**src/hw/rtl/tsq_pkg.sv**
```systemverilog
`default_nettype none

package tsq_pkg;

  localparam int unsigned StackDepth = 128;
  localparam int unsigned WordBits   = 32;

  localparam logic       ACT_PUSH = 1'b0;
  localparam logic       ACT_POP  = 1'b1;

  localparam logic [1:0] ST_OK    = 2'd0;
  localparam logic [1:0] ST_FULL  = 2'd1;
  localparam logic [1:0] ST_EMPTY = 2'd2;

  typedef struct packed {
    logic       push;
    logic       xfer_rd;
    logic       xfer_wr;
    logic       pop_rd;
    logic       load_res;
    logic       use_rdata;
    logic [1:0] res_status;
  } cmd_t;

  typedef struct packed {
    logic in_full;
    logic in_empty;
    logic out_empty;
    logic slot_free;
  } sts_t;

endpackage

`default_nettype wire

```
**src/hw/rtl/tsq_ctrl.sv**
```systemverilog
`default_nettype none

module tsq_ctrl (
  input  wire logic          clk_i,
  input  wire logic          rst_ni,
  input  wire logic          item_valid_i,
  input  wire logic          item_action_i,
  input  wire tsq_pkg::sts_t sts_i,
  output logic               item_ready_o,
  output tsq_pkg::cmd_t      cmd_o
);

  typedef enum logic [1:0] {
    S_IDLE,
    S_XFER,
    S_POP_RD,
    S_POP_WAIT
  } state_e;

  state_e state_q, state_d;
  logic   accept;

  assign item_ready_o = (state_q == S_IDLE) && sts_i.slot_free;
  assign accept       = item_valid_i && item_ready_o;

  always_comb begin
    state_d = state_q;
    cmd_o   = '0;
    unique case (state_q)
      S_IDLE: begin
        if (accept) begin
          if (item_action_i == tsq_pkg::ACT_PUSH) begin
            cmd_o.load_res = 1'b1;
            if (sts_i.in_full) begin
              cmd_o.res_status = tsq_pkg::ST_FULL;
            end else begin
              cmd_o.push       = 1'b1;
              cmd_o.res_status = tsq_pkg::ST_OK;
            end
          end else if (!sts_i.out_empty) begin
            cmd_o.pop_rd = 1'b1;
            state_d      = S_POP_WAIT;
          end else if (sts_i.in_empty) begin
            cmd_o.load_res   = 1'b1;
            cmd_o.res_status = tsq_pkg::ST_EMPTY;
          end else begin
            cmd_o.xfer_rd = 1'b1;
            state_d       = S_XFER;
          end
        end
      end
      S_XFER: begin
        cmd_o.xfer_wr = 1'b1;
        if (sts_i.in_empty) begin
          state_d = S_POP_RD;
        end else begin
          cmd_o.xfer_rd = 1'b1;
        end
      end
      S_POP_RD: begin
        cmd_o.pop_rd = 1'b1;
        state_d      = S_POP_WAIT;
      end
      S_POP_WAIT: begin
        cmd_o.load_res   = 1'b1;
        cmd_o.use_rdata  = 1'b1;
        cmd_o.res_status = tsq_pkg::ST_OK;
        state_d          = S_IDLE;
      end
      default: state_d = S_IDLE;
    endcase
  end

  always_ff @(posedge clk_i or negedge rst_ni) begin
    if (!rst_ni) begin
      state_q <= S_IDLE;
    end else begin
      state_q <= state_d;
    end
  end

endmodule

`default_nettype wire

```
**config.mk**
```make
export PLATFORM = sky130hd
export DESIGN_NAME = tsq_ctrl
export DESIGN_NICKNAME = d
export VERILOG_FILES = /design/src/hw/rtl/tsq_pkg.sv /design/src/hw/rtl/tsq_ctrl.sv
export SDC_FILE = /design/constraint.sdc
export NUM_CORES = 1
export LEC_CHECK = 0
export BUFFER_PORTS_ARGS = -buffer_cell sky130_fd_sc_hd__buf_2
export CAP_MARGIN = 25
export CORE_AREA = 5 5 42 44
export CTS_CLUSTER_SIZE = 40
export DETAILED_ROUTE_END_ITERATION = 6
export DIE_AREA = 0 0 47 49
export SYNTH_ARGS = -nofsm -noshare
export SYNTH_HDL_FRONTEND = slang
export SYNTH_SLANG_ARGS = --single-unit
```
**constraint.sdc**
```tcl
create_clock -name clk_i -period 2.9 [get_ports clk_i]
set_clock_uncertainty 0.05 [all_clocks]
set_input_delay 0 -clock clk_i [delete_from_list [all_inputs] [get_ports clk_i]]
set_output_delay 0 -clock clk_i [all_outputs]
set_load 0.005 [all_outputs]
```
==> flow_metrics.py <==
metrics = {
    "status": {
        "status": "completed",
    },
    "critical_path": {
        "timing.rr.end": "state_q[1]",
        "rrSetupSlack_ns": 1.22,
        "path_max_fanout": 7,
        "cp-end-kind": "register",
        "timing.rr.start": "state_q[1]",
        "worstRegToRegCells": 5,
        "worstSetupPathType": "register to register",
        "worstPathRequired_ns": 2.96,
        "start_kind": "register",
        "arrival_ns": 1.74,
    },
    "layout": {
        "top_register": "state_q",
        "fill_cells": 157,
        "mostFrequentLayoutCells": "buf_2, nand2_1, nor2_1, ha_1, clkbuf_4",
        "fin_cells": 69,
        "num_antenna_cells": 0,
        "largest_reg_flops": 2,
        "layout-drive-gt1-share_pct": 35.8,
        "nNetsFinal": 67,
        "mostFrequentLayoutCell": "buf_2",
        "multi_input_comb_area_um2": 196,
        "final_core_util_pct": 27.6,
        "areaGrowthSynthToFinish_pct": 52.2,
        "top_regs": "state_q (2)",
        "regArea_um2": 50.0,
    },
    "place": {
        "io_buffers": 16,
        "post-place-ws_ns": 1.20,
        "dp_cells": 65,
        "gp_congestion": 0.708,
        "dp_hpwl_um": 548,
    },
    "synth": {
        "synth-compound-area-share_pct": 20.7,
        "syn_inst": 33,
        "synth.distinct_cells": 19,
        "synth_xor_area_share_pct": 0,
        "ys_seq_area_share_pct": 19.7,
        "ys_ff_latch": 2,
        "synth_area_per_cell_um2": 7.70,
        "netlist_area_um2": 254,
        "synth.mux.area_fraction_pct": 3.94,
        "synth_warnings": 0,
        "synth-adder-area-share_pct": 19.7,
        "synth_nets": 45,
        "synth-simple-area-share_pct": 33.0,
        "synth_top_family_by_area": "simple AND/OR/NAND/NOR gates",
    },
    "sta": {
        "period_minus_slack_ns": 1.68,
        "slew_headroom_pct": 76.1,
        "hold_viol_final": 0,
        "grt_setup_unrepaired": "no",
        "period_share_pct": 57.9,
        "setup_viol": 0,
        "tns_ns": 0,
        "clock.fmax_mhz": 595,
        "setup_ws_ns": 1.22,
        "max_slew.worst_pin.slew_ns": 0.357,
        "maxSlewViolCount": 0,
    },
    "floorplan": {
        "die_w_um": 47,
        "start_util_pct": 18.1,
        "die_area_um2": 2300,
        "num_rows": 14,
        "die_h_um": 49,
        "fp.coreArea_um2": 1400,
        "pin_count": 17,
    },
    "clock_network": {
        "clk_path_buf_depth": 2,
        "cts_resized": 0,
        "clk_pin_slew_ns": 0.03,
        "cts.sinks": 2,
        "htreeDepth": 1,
        "post_cts_buffers": 0,
        "cts_inserted_buffers": 3,
        "insertion_delay_ns": 0.22,
        "cts_root_buf": "clkbuf_4",
        "hold_buffers": 1,
        "tritoncts": "built",
    },
    "hold_path": {
        "min_path_type": "primary input to asynchronous set/reset pin",
    },
    "drt": {
        "drtAntennaViolNets": 0,
        "post-route-drc-count": 0,
        "totalWireLength_um": 649,
        "drt_pass1_iterations": 4,
        "dr_total_vias": 313,
        "viasPerCell": 4.54,
        "wl_per_cell_um": 9.41,
        "drt_iter0_drc": 1,
    },
    "power_and_ir_drop": {
        "vdd_drop_max_uv": 200,
        "powerDensity_nw_per_um2": 823,
        "p_leak_nw": 0.206,
    },
    "global_routing": {
        "grt_max_degree": 8,
        "gr-usage-all-layers_pct": 6.19,
        "grt_pass1_wl_um": 1060,
        "antenna_found_initial": 0,
        "overflow": 0,
        "first_global_vias": 287,
    },
    "job": {
        "max_cap_viol_count": 0,
    },
}
[kinds of logic after synthesis]
group,after synthesis
AO/OA/AOI/OAI,7
adder cells (fa/ha/maj),4
buffers and inverters,2
flip-flops,2
multiplexers,1
AND/OR/NAND/NOR,17
[how the worst max path moves through the flow]
stage | startpoint | end | depth (start not counted)
after floorplan | state_q[1] | state_q[1] | 5
after global placement | state_q[1] | state_q[1] | 5
after detailed placement | state_q[1] | state_q[1] | 5
after CTS | state_q[1] | state_q[1] | 5
after global routing | state_q[1] | state_q[1] | 5
final | state_q[1] | state_q[1] | 5
[cell type report]
class,count,area share [%]
multi-input cells,29,50.8
clock buffers,3,5.83
flip-flops and latches,2,12.9
inverters,2,1.94
well taps,16,5.18
repair buffers,17,23.3
[per-layer routing]
layer  global-route usage [%]  vias up  share of wire [%]
met5                        0        -                  0
met4                     5.53        0                  0
met2                     9.28        5                 54
met3                     1.48        0                6.8
met1                     6.78      148                 39
li1                         -      160                  -
[synth_stat cells]
cell type	count	share of area (%)
nor3_1	2	3.9
o32a_1	1	3.9
nor2_1	4	5.9
o21ai_0	1	2.0
or4_1	1	3.0
ha_1	4	20
and2_1	1	2.5
nor3b_1	1	3.0
mux2i_1	1	3.9
nor2b_1	1	2.5
o311ai_0	1	3.4
nand2_1	5	7.4
o21bai_1	1	3.0
dfrtp_1	2	20
and3_1	2	4.9
inv_1	2	3.0
a21bo_1	1	3.9
a31oi_1	1	2.5
a21oi_1	1	2.0
[critical path, stage by stage, from the launching register on]
cell and delay [ns]:
dfrtp_1 0.39, inv_1 0.12, ha_1 0.26, nand2_1 0.07, or4_1 0.49, and3_1 0.19
[where the power goes]
group	switching [W]	internal, W
Clock	0.0000150	0.0000456
Sequential	0.0000115	0.0000442
Combinational	0.000101	0.000101
[metrics by stage]
stage	area (um^2)	hold WS, ns	total power, W
floorplan	254	-0.346	0.000190
global placement	354	-0.264	0.000260
CTS	387	0.0363	0.000331
detailed placement	354	-0.263	0.000263
finish	387	0.0424	0.000318
global route	387	0.0494	0.000361
No activity file was read; power rests on OpenSTA's default activity.
